===== src/rtl/grr_pkg.sv =====
// shared constants and controller/datapath interface types for the group reverse reorderer
`default_nettype none

package grr_pkg;

    // data and register widths
    localparam int VALUE_W = 32;
    localparam int RLEN_W  = 7;
    localparam int PLEN_W  = 16;
    localparam int CNT_W   = 7;

    // default group store depth
    localparam int MAX_GROUP_DEF = 64;

    // configuration port
    localparam int CFG_IDX_W  = 1;
    localparam int CFG_DATA_W = 16;
    localparam logic [CFG_IDX_W-1:0] CFG_REVERSE_LEN = 1'd0;
    localparam logic [CFG_IDX_W-1:0] CFG_PASS_LEN    = 1'd1;

    // commands from controller to datapath
    typedef struct packed {
        logic             wr_en;        // store the input value at address count
        logic             bypass_load;  // load the input value into the output register
        logic             bypass_blast; // burst_last for the bypassed value
        logic             bypass_slast; // stream last for the bypassed value
        logic             drain_start;  // read back count stored values, newest first
        logic             drain_slast;  // the drained burst ends the stream
        logic [CNT_W-1:0] count;        // write address or drain length
    } cmd_t;

    // status from datapath to controller
    typedef struct packed {
        logic out_free; // output register can take an item this cycle
        logic busy;     // drain reads or read data still pending
    } status_t;

endpackage

`default_nettype wire


===== src/rtl/grr_ram.sv =====
// generic single-port-write, single-port-read ram with registered read data
`default_nettype none

module grr_ram #(
    parameter int WIDTH = 32,
    parameter int DEPTH = 64,
    localparam int AW = (DEPTH > 1) ? $clog2(DEPTH) : 1
) (
    input  wire logic             aclk,
    input  wire logic             we,
    input  wire logic [AW-1:0]    waddr,
    input  wire logic [WIDTH-1:0] wdata,
    input  wire logic             re,
    input  wire logic [AW-1:0]    raddr,
    output logic      [WIDTH-1:0] rdata
);

    logic [WIDTH-1:0] mem [DEPTH];

    // write port
    always_ff @(posedge aclk) begin
        if (we) begin
            mem[waddr] <= wdata;
        end
    end

    // registered read, holds when not enabled
    always_ff @(posedge aclk) begin
        if (re) begin
            rdata <= mem[raddr];
        end
    end

endmodule

`default_nettype wire


===== src/rtl/grr_dp.sv =====
// datapath: group store, drain read pipeline and output register
`default_nettype none

module grr_dp #(
    parameter int MAX_GROUP = grr_pkg::MAX_GROUP_DEF
) (
    input  wire logic                        aclk,
    input  wire logic                        aresetn,
    input  wire grr_pkg::cmd_t               cmd,
    output grr_pkg::status_t                 sts,
    input  wire logic [grr_pkg::VALUE_W-1:0] in_value,
    output logic                             m_tvalid,
    input  wire logic                        m_tready,
    output logic      [grr_pkg::VALUE_W-1:0] m_tdata,
    output logic                             m_tlast,
    output logic                             m_tuser
);

    localparam int AW = (MAX_GROUP > 1) ? $clog2(MAX_GROUP) : 1;

    logic                        out_valid_reg, out_valid_next;
    logic [grr_pkg::VALUE_W-1:0] out_value_reg, out_value_next;
    logic                        out_blast_reg, out_blast_next;
    logic                        out_slast_reg, out_slast_next;
    logic [grr_pkg::CNT_W-1:0]   rem_reg, rem_next;
    logic [AW-1:0]               rd_addr_reg, rd_addr_next;
    logic                        rv_reg, rv_next;
    logic                        rv_first_reg, rv_first_next;
    logic                        slast_hold_reg, slast_hold_next;
    logic [grr_pkg::CNT_W-1:0]   start_addr;
    logic                        out_free;
    logic                        move;
    logic                        issue;
    logic [grr_pkg::VALUE_W-1:0] ram_rdata;

    grr_ram #(
        .WIDTH(grr_pkg::VALUE_W),
        .DEPTH(MAX_GROUP)
    ) u_store (
        .aclk (aclk),
        .we   (cmd.wr_en),
        .waddr(cmd.count[AW-1:0]),
        .wdata(in_value),
        .re   (issue),
        .raddr(rd_addr_reg),
        .rdata(ram_rdata)
    );

    // handshake status
    assign out_free = !out_valid_reg || m_tready;
    assign move     = rv_reg && out_free;
    assign issue    = (rem_reg != '0) && (!rv_reg || move);
    assign sts.out_free = out_free;
    assign sts.busy     = (rem_reg != '0) || rv_reg;
    assign start_addr   = cmd.count - grr_pkg::CNT_W'(1);

    // drain sequencing and output register
    always_comb begin
        rem_next        = rem_reg;
        rd_addr_next    = rd_addr_reg;
        rv_next         = rv_reg;
        rv_first_next   = rv_first_reg;
        slast_hold_next = slast_hold_reg;
        out_valid_next  = out_valid_reg;
        out_value_next  = out_value_reg;
        out_blast_next  = out_blast_reg;
        out_slast_next  = out_slast_reg;

        if (cmd.drain_start) begin
            rem_next        = cmd.count;
            rd_addr_next    = start_addr[AW-1:0];
            slast_hold_next = cmd.drain_slast;
        end else if (issue) begin
            rem_next      = rem_reg - grr_pkg::CNT_W'(1);
            rd_addr_next  = rd_addr_reg - AW'(1);
            rv_next       = 1'b1;
            // the read of address zero closes the burst
            rv_first_next = (rem_reg == grr_pkg::CNT_W'(1));
        end else if (move) begin
            rv_next = 1'b0;
        end

        if (cmd.bypass_load) begin
            out_valid_next = 1'b1;
            out_value_next = in_value;
            out_blast_next = cmd.bypass_blast;
            out_slast_next = cmd.bypass_slast;
        end else if (move) begin
            out_valid_next = 1'b1;
            out_value_next = ram_rdata;
            out_blast_next = rv_first_reg;
            out_slast_next = rv_first_reg && slast_hold_reg;
        end else if (m_tready) begin
            out_valid_next = 1'b0;
        end
    end

    // control registers
    always_ff @(posedge aclk) begin
        if (!aresetn) begin
            out_valid_reg <= 1'b0;
            rem_reg       <= '0;
            rv_reg        <= 1'b0;
        end else begin
            out_valid_reg <= out_valid_next;
            rem_reg       <= rem_next;
            rv_reg        <= rv_next;
        end
    end

    // payload registers
    always_ff @(posedge aclk) begin
        rd_addr_reg    <= rd_addr_next;
        rv_first_reg   <= rv_first_next;
        slast_hold_reg <= slast_hold_next;
        out_value_reg  <= out_value_next;
        out_blast_reg  <= out_blast_next;
        out_slast_reg  <= out_slast_next;
    end

    assign m_tvalid = out_valid_reg;
    assign m_tdata  = out_value_reg;
    assign m_tlast  = out_slast_reg;
    assign m_tuser  = out_blast_reg;

endmodule

`default_nettype wire


===== src/rtl/grr_ctrl.sv =====
// controller: phase state machine, fill and pass counters, configuration registers
`default_nettype none

module grr_ctrl #(
    parameter int MAX_GROUP = grr_pkg::MAX_GROUP_DEF
) (
    input  wire logic                           aclk,
    input  wire logic                           aresetn,
    input  wire logic                           cfg_wr_en,
    input  wire logic [grr_pkg::CFG_IDX_W-1:0]  cfg_wr_index,
    input  wire logic [grr_pkg::CFG_DATA_W-1:0] cfg_wr_data,
    input  wire logic                           s_tvalid,
    output logic                                s_tready,
    input  wire logic                           s_tlast,
    input  wire grr_pkg::status_t               sts,
    output grr_pkg::cmd_t                       cmd
);

    localparam int FW = $clog2(MAX_GROUP + 1);

    typedef enum logic {
        ST_ACCEPT,
        ST_DRAIN
    } state_t;

    state_t                     state_reg, state_next;
    logic [FW-1:0]              fill_reg, fill_next;
    logic                       phase_reg, phase_next;
    logic [grr_pkg::PLEN_W-1:0] pass_cnt_reg, pass_cnt_next;
    logic [grr_pkg::RLEN_W-1:0] rlen_reg, rlen_next;
    logic [grr_pkg::PLEN_W-1:0] plen_reg, plen_next;
    logic [grr_pkg::RLEN_W-1:0] limit;
    logic [FW-1:0]              fill_inc;
    logic [grr_pkg::PLEN_W-1:0] pass_inc;
    logic                       accept;
    logic                       flush;
    logic                       empty;

    // effective group length, clamped to 1..MAX_GROUP
    always_comb begin
        if (rlen_reg == '0) begin
            limit = grr_pkg::RLEN_W'(1);
        end else if (rlen_reg > grr_pkg::RLEN_W'(MAX_GROUP)) begin
            limit = grr_pkg::RLEN_W'(MAX_GROUP);
        end else begin
            limit = rlen_reg;
        end
    end

    assign s_tready = (state_reg == ST_ACCEPT) && sts.out_free && !sts.busy;
    assign accept   = s_tvalid && s_tready;
    // fill stays below MAX_GROUP between items, since a full group always flushes
    assign fill_inc = fill_reg + FW'(1);
    assign pass_inc = pass_cnt_reg + grr_pkg::PLEN_W'(1);
    assign flush    = s_tlast || (grr_pkg::RLEN_W'(fill_inc) >= limit);
    assign empty    = (fill_reg == '0);

    // next state and datapath commands
    always_comb begin
        state_next    = state_reg;
        fill_next     = fill_reg;
        phase_next    = phase_reg;
        pass_cnt_next = pass_cnt_reg;
        rlen_next     = rlen_reg;
        plen_next     = plen_reg;
        cmd           = '0;
        cmd.count     = grr_pkg::CNT_W'(fill_reg);

        // configuration writes
        if (cfg_wr_en) begin
            case (cfg_wr_index)
                grr_pkg::CFG_REVERSE_LEN: rlen_next = cfg_wr_data[grr_pkg::RLEN_W-1:0];
                grr_pkg::CFG_PASS_LEN:    plen_next = cfg_wr_data[grr_pkg::PLEN_W-1:0];
                default: ;
            endcase
        end

        case (state_reg)
            ST_ACCEPT: begin
                if (accept) begin
                    if (phase_reg) begin
                        // forwarding phase: one result per item
                        cmd.bypass_load  = 1'b1;
                        cmd.bypass_blast = 1'b1;
                        cmd.bypass_slast = s_tlast;
                        pass_cnt_next    = pass_inc;
                        if (s_tlast || pass_inc >= plen_reg) begin
                            phase_next    = 1'b0;
                            pass_cnt_next = '0;
                        end
                    end else if (!flush) begin
                        // collecting phase: store and wait
                        cmd.wr_en = 1'b1;
                        fill_next = fill_inc;
                    end else begin
                        // group complete: newest value goes straight out, rest drains
                        cmd.bypass_load  = 1'b1;
                        cmd.bypass_blast = empty;
                        cmd.bypass_slast = s_tlast && empty;
                        if (!empty) begin
                            cmd.drain_start = 1'b1;
                            cmd.drain_slast = s_tlast;
                            state_next      = ST_DRAIN;
                        end
                        fill_next     = '0;
                        pass_cnt_next = '0;
                        phase_next    = !s_tlast && (plen_reg != '0);
                    end
                end
            end
            ST_DRAIN: begin
                if (!sts.busy) begin
                    state_next = ST_ACCEPT;
                end
            end
            default: begin
                state_next = ST_ACCEPT;
            end
        endcase
    end

    // state and control registers
    always_ff @(posedge aclk) begin
        if (!aresetn) begin
            state_reg    <= ST_ACCEPT;
            fill_reg     <= '0;
            phase_reg    <= 1'b0;
            pass_cnt_reg <= '0;
            rlen_reg     <= grr_pkg::RLEN_W'(1);
            plen_reg     <= '0;
        end else begin
            state_reg    <= state_next;
            fill_reg     <= fill_next;
            phase_reg    <= phase_next;
            pass_cnt_reg <= pass_cnt_next;
            rlen_reg     <= rlen_next;
            plen_reg     <= plen_next;
        end
    end

endmodule

`default_nettype wire


===== src/rtl/group_reverse_reorder_top.sv =====
// top level of the group reverse reorderer
//
// Stream reorderer: collects reverse_len values and sends them newest first, then forwards
// the next pass_len values unchanged, and repeats; an item with s_tlast set flushes a partial
// group reversed and restarts the pattern. Items in the collecting and forwarding phases are
// taken one per cycle unless the output stalls. When a group completes, its newest value is
// sent at once and the older ones are read back from the group store one per cycle through
// its registered read port unless stalled, during which no item is taken. m_tuser marks the
// last result caused by one input item and m_tlast the end of the output stream.
// Configuration is to be written through cfg_wr_* only while the block is idle (unenforced).
`default_nettype none

module group_reverse_reorder_top #(
    parameter int MAX_GROUP = grr_pkg::MAX_GROUP_DEF
) (
    input  wire logic                           aclk,
    input  wire logic                           aresetn,
    input  wire logic                           cfg_wr_en,
    input  wire logic [grr_pkg::CFG_IDX_W-1:0]  cfg_wr_index,
    input  wire logic [grr_pkg::CFG_DATA_W-1:0] cfg_wr_data,
    input  wire logic                           s_tvalid,
    output logic                                s_tready,
    input  wire logic [grr_pkg::VALUE_W-1:0]    s_tdata,  // [31:0] value
    input  wire logic                           s_tlast,  // stream_last
    output logic                                m_tvalid,
    input  wire logic                           m_tready,
    output logic      [grr_pkg::VALUE_W-1:0]    m_tdata,  // [31:0] out_value
    output logic                                m_tlast,  // out_stream_last
    output logic                                m_tuser   // [0] burst_last
);

    grr_pkg::cmd_t    cmd;
    grr_pkg::status_t sts;

    grr_ctrl #(
        .MAX_GROUP(MAX_GROUP)
    ) u_ctrl (
        .aclk        (aclk),
        .aresetn     (aresetn),
        .cfg_wr_en   (cfg_wr_en),
        .cfg_wr_index(cfg_wr_index),
        .cfg_wr_data (cfg_wr_data),
        .s_tvalid    (s_tvalid),
        .s_tready    (s_tready),
        .s_tlast     (s_tlast),
        .sts         (sts),
        .cmd         (cmd)
    );

    grr_dp #(
        .MAX_GROUP(MAX_GROUP)
    ) u_dp (
        .aclk    (aclk),
        .aresetn (aresetn),
        .cmd     (cmd),
        .sts     (sts),
        .in_value(s_tdata),
        .m_tvalid(m_tvalid),
        .m_tready(m_tready),
        .m_tdata (m_tdata),
        .m_tlast (m_tlast),
        .m_tuser (m_tuser)
    );

endmodule

`default_nettype wire

===== config.mk =====
export PLATFORM = sky130hd
export DESIGN_NAME = group_reverse_reorder_top
export DESIGN_NICKNAME = d
export VERILOG_FILES = /design/src/rtl/grr_pkg.sv /design/src/rtl/grr_ram.sv /design/src/rtl/grr_dp.sv /design/src/rtl/grr_ctrl.sv /design/src/rtl/group_reverse_reorder_top.sv
export SDC_FILE = /design/constraint.sdc
export NUM_CORES = 2
export LEC_CHECK = 0
export BUFFER_PORTS_ARGS = -buffer_cell sky130_fd_sc_hd__buf_4
export CAP_MARGIN = 15
export CORE_MARGIN = 1
export CORE_UTILIZATION = 50
export CTS_CLUSTER_SIZE = 10
export DETAILED_ROUTE_END_ITERATION = 7
export GPL_TIMING_DRIVEN = 1
export PLACE_DENSITY = 0.69
export REMOVE_ABC_BUFFERS = 1
export SYNTH_ARGS = -nofsm -noshare
export SYNTH_HDL_FRONTEND = slang
export SYNTH_SLANG_ARGS = --single-unit

===== constraint.sdc =====
create_clock -name aclk -period 6.3 [get_ports aclk]
set_input_delay 1.26 -clock aclk [delete_from_list [all_inputs] [get_ports aclk]]
set_output_delay 1.26 -clock aclk [all_outputs]
set_load 0.02 [all_outputs]

======== Yosys cells after proc, flatten, opt, wreduce, memory -nomap -nowiden ========
Memory sizes are Yosys's and may differ from the RTL's. A register that Yosys moved wholly into a read port is not among the register bits.
Index checks and enable logic that the tools add are counted.
cells by class
  bitwise logic cells ..................... 6
  multiplexer cells ....................... 40
  $add $sub $neg .......................... 5
  reductions and logical operators ........ 34
  order comparisons ....................... 3
  eq/ne operators ......................... 1
operator list
  cell                                                   count
  two-way mux 32 bit                                     2
  two-way mux 16 bit                                     3
  two-way mux 7 bit                                      5
  two-way mux 6 bit                                      4
  two-way mux 1 bit                                      21
  adder 16 x 1 -> 16 bit (second input constant)         1
  >= comparator 16 bit                                   1
  nonzero test 16 bit                                    1
  logical NOT 7 bit                                      2
  subtractor 6 x 1 -> 6 bit (second input constant)      2
  AND reduction 2 bit                                    5
  logical AND 1 bit                                      8
  nonzero test 2 bit                                     4
  adder 7 x 1 -> 7 bit (second input constant)           1
  equality test 7 x 1 -> 1 bit (second input constant)   1
  >= comparator 7 bit                                    1
  greater-than comparator 7 bit (second input constant)  1
  nonzero test 7 bit                                     1
  subtractor 7 x 1 -> 7 bit (second input constant)      1
  NOT 1 bit                                              6
  AND reduction 3 bit                                    2
  logical OR 1 bit                                       5
  two-way mux 5 bit                                      1
  OR reduction 5 bit                                     1
  5 further kinds                                        9
storage, ports and cells
  word-level logic and storage cells ...... 105
  bits in registers ....................... 99
  RAM bits ................................ 2048
  input port bits ......................... 55
  memories ................................ 1
  output and inout bits ................... 36
memory list
  memory            words  width  read ports  clocked after memory_dff  write ports  RTL line       text
  u_dp.u_store.mem  64     32     1           1                         1            grr_ram.sv:18  logic [WIDTH-1:0] mem [DEPTH];

======== Depth between registers and ports, before layout ========
  depth after elaboration ................. 11
  gate-level depth with buffers ........... 16
  gate-level depth less buffers ........... 15

======== Cells and area by module ========
Synthesis repeated with hierarchy kept, for this count alone.
second synthesis, totals
  cell total of the unflattened synthesis .. 3869
  area total of the unflattened synthesis .. 84163.2 um^2
by module, submodules not included
  module    seq. area each (um^2)  cells each  times used  area each (um^2)
  grr_ram   62459.9                3324        1           78835.6
  grr_ctrl  960.9                  371         1           2916.5
  grr_dp    1441.4                 174         1           2411.1

======== Worst setup path before layout ========
OpenSTA, ideal clock, no wires.
  path type ............................... register -> register
  start ................................... register u_ctrl.fill_reg[4]
  end ..................................... memory u_dp.u_store.mem[47][0], enable pin
  clock period less this slack ............ 4.464 ns
  path slack .............................. 1.836 ns
  required time ........................... 5.879 ns
  path buffers ............................ 2
  cell stages (with the launch flop) ...... 12
  arrival time ............................ 4.043 ns
  library setup time ...................... 0.421 ns
  cell sequence ........................... dfxtp_1 > clkbuf_1 > nand3_1 > nor2_1 > xor2_1 > ha_1 > nand4_1 > nor2_1 > a211o_1 > or4_1 > buf_2 > nor2_1
between the ends
  longest elaborated chain between the ends .. 9
ends and longest elaborated chain
  element                                  RTL line         text
  from (decl)                              grr_ctrl.sv:27   logic [FW-1:0] fill_reg, fill_next;
  from (signal assigned)                   grr_ctrl.sv:133  fill_reg <= fill_next;
  adder 7 x 1 -> 7 bit                     grr_ctrl.sv:53   assign fill_inc = fill_reg + FW'(1);
  >= comparator 7 bit                      grr_ctrl.sv:55   assign flush = s_tlast || (grr_pkg::RLEN_W'(fill_inc) >= limit);
  logical OR 1 bit                         grr_ctrl.sv:55
  two-way mux 1 bit                        grr_ctrl.sv:91   end else if (!flush) begin
  two-way mux 1 bit                        grr_ctrl.sv:81   if (phase_reg) begin
  two-way mux 6 bit                        grr_ctrl.sv:80   if (accept) begin
  two-way mux 6 bit                        grr_ctrl.sv:78   case (state_reg)
  two-way mux 1 bit                        grr_ram.sv:22    if (we) begin
  two-way mux 1 bit (implied by the code)  grr_ram.sv:23    mem[waddr] <= wdata;
  to (decl)                                grr_ram.sv:18
Several ways; a longest one is shown, not always the timed one.

======== Worst setup path in the final report ========
  start ................................... register u_ctrl.fill_reg[3]
  end ..................................... memory u_dp.u_store.mem[55][18], enable pin
The elaborated chain is that of the path after synthesis.

==> results.md <==
* EDFF count, synth at 2122
* Initial antenna violation count at 15
* R2r worst-path depth at 10
* DRC at 31
* Top reg by flops: u_dp.u_store.mem
* GRT Overall Usage at 23.9%
* GPL Wtd Cong at 0.943
* Area leader, netlist: edfxtp_1
* First-pass GRT wire length at 288 mm
* Top cell type's share of synthesized area at 75.7%
* Mapped Cells at 3826
* Post-synthesis instance area at 84200 µm²
* Lkg Pwr at 29.5 nW
* Die ar. at 170000 µm²
* PD cells at 428 nW/µm²
* Starting DRT DRC Count at 4985
* Status: finished, violations left
* DR WL/cell at 32.1 µm
* Largest net degree at the start of global routing at 111
* Final hold viol count at 0
* Worst setup path endpoint: u_dp.u_store.mem[55][18]$_DFFE_PP_
* Hold Worst Slack at 0.473 ns
* Final nets at 4124
* Setup crit end kind: flip-flop
* Final setup vio count at 0
* Fmax at 206 MHz
* CORE AREA at 167000 µm²
* FF-to-FF Start: u_ctrl.fill_reg[3]$_SDFFE_PN0P_
* Vias in the first global route at 39200
* Vias/cell at 6.35
* Max Cap Viol at 0
* Row Count at 150
* Failing checks: design-rule violations
* Placement Cell Area at 88100 µm²
* Startpoint class of the critical path: flip-flop
* Layout area overhead at 12.6%
* Number of synthesized register bits at 2179
* CTS resizes at 0
* R2R setup slack at 1.44 ns
* Hold Crit Class: flip-flop to flip-flop
* Netlist cell types at 58
* CTS Buf Count at 239
* DR pass1 iterations at 8
* Root buffer cell: clkbuf_16
* Crit path required time at 6.75 ns
* DP Worst Slack at 1.46 ns
* CTS Buffer Depth at 3
* GR Overflow Total at 0
* Syn Area/Cell at 22.0 µm²
* Area contributors post-synth: edfxtp_1 (76%), mux4_2 (16%), dfxtp_1 (1.4%)
* Asr flop ratio synth at 0%
* Hold Path Stages at 2
* Detailed Place HPWL at 116 mm
* Layout cells sized above 1 at 28.0%
* Post-route ant nets at 0
* CTS tree: built
* Finished Core Util at 56.7%
* Crit-path max FO at 32
* Synth Warn # at 0
* Htree depth at 4
* Tcrit/Tclk final at 77.2%
* Hold Buf Count CTS at 0
* WL final at 202 mm
* Max Clock Skew at 0.0607 ns
* Filler cells at 11900
* Slew margin rel. at 11.8%
* Final Critical Period at 4.86 ns
* # port buffers at 90
* Synth Flop Type: edfxtp_1
* Die Y-Extent at 412 µm
* Worst-margin pin slew at 1.32 ns
* CP arrival at 5.32 ns
* Setup WS post-layout at 1.44 ns
* Die width at 412 µm
* Clock slew at reported path FFs at 0.07 ns
* Count leader, synth: edfxtp_1
* CP startpoint: u_ctrl.fill_reg[3]$_SDFFE_PN0P_
* Num Clock Sinks at 2179
* Sequential share of the synthesized area at 77.0%
* Max FFs per register at 2048
* Synth cell count leaders: edfxtp_1 (2122), mux4_2 (598), nand2_1 (188)
* Final instance area at 94800 µm²
* Max VDD drop at 0.000467 V
* Clk_lat worst skew at 0.87 ns
* Initial Utilization at 50.4%
* Detailed-route via count at 40000
* Postcts setup bufs at 0
* Reg-to-reg critical path endpoint: u_dp.u_store.mem[55][18]$_DFFE_PP_
* RSZ-0062 raised after global routing: false
* WS Path Type: flip-flop to flip-flop
* Max-slew violations at 0
* Num ports at 91
[layout make-up]
type / count / area, µm² / area share (%)
well taps: 2204 / 2760 / 2.91
clock buffers: 266 / 6130 / 6.47
inverters: 32 / 128 / 0.135
multi-input cells: 1405 / 18900 / 19.9
flip-flops and latches: 2179 / 64900 / 68.4
diodes: 1 / 2.50 / 0.00264
clock inverters: 23 / 384 / 0.405
repair buffers: 183 / 1670 / 1.76
[per-stage QoR]
step                      TNS [ns]  cells  power [mW]
after CTS                        0   6284        40.7
after global placement           0   5995        28.6
after floorplan            -506.67   3616        23.7
after global routing             0   6292        41.6
final                            0   6293        40.5
after detailed placement         0   5995        28.6
[cells by family after synthesis]
group           count (synthesis)  share of synthesized area (%)
xor+xnor                       26                          0.270
mux                           671                           16.9
fa+ha+maj                      29                          0.431
buf+inv                       242                           1.20
flops                        2179                           77.0
simple gates                  436                           2.31
compound gates                243                           1.90
[report_power, final]
group / internal [mW] / switching, mW
sequential: 16.4 / 0.239
clock: 6.84 / 5.31
combinational: 4.90 / 6.82
total: 28.2 / 12.4
[placed cells by master (no fill, tap or decap), types with 29 or more instances in the layout]
cell,n
nor2_4,64
edfxtp_1,2122
inv_1,31
dfxtp_1,57
mux4_2,598
ha_1,29
buf_4,162
a21oi_1,63
nand2_1,188
o211ai_1,29
clkbuf_16,241
mux2i_1,55
o22ai_1,42
nor2_1,69
nand3_1,29
[worst max-delay path, stage by stage, from the launching register on]
cell	delay (ns)
dfxtp_1	0.63
nand3_1	0.12
buf_4	0.27
nor2_1	0.19
xor2_1	0.21
ha_1	0.29
nand2_1	0.08
o21ai_0	0.10
a211o_1	0.38
or4_2	1.11
nor2_4	1.03
[how the worst min path moves through the flow]
stage / start / slack [ns] / endpoint
3_5_place_dp: u_ctrl.plen_reg[1]$_SDFFE_PN0P_ / 0.47 / u_ctrl.plen_reg[1]$_SDFFE_PN0P_
6_report: u_ctrl.plen_reg[1]$_SDFFE_PN0P_ / 0.47 / u_ctrl.plen_reg[1]$_SDFFE_PN0P_
2_1_floorplan: u_ctrl.rlen_reg[0]$_SDFFE_PN1P_ / 0.44 / u_ctrl.rlen_reg[0]$_SDFFE_PN1P_
4_1_cts: u_ctrl.plen_reg[1]$_SDFFE_PN0P_ / 0.48 / u_ctrl.plen_reg[1]$_SDFFE_PN0P_
5_1_grt: u_ctrl.plen_reg[1]$_SDFFE_PN0P_ / 0.50 / u_ctrl.plen_reg[1]$_SDFFE_PN0P_
3_3_place_gp: u_ctrl.plen_reg[1]$_SDFFE_PN0P_ / 0.46 / u_ctrl.plen_reg[1]$_SDFFE_PN0P_
[per-layer routing]
layer / global-route usage (%) / wire (µm)
met1: 35.0 / 82900
met2: 36.7 / 95200
met3: 5.12 / 18400
met4: 6.58 / 5370
met5: 0 / 46
(Power assumes the default switching activity.)
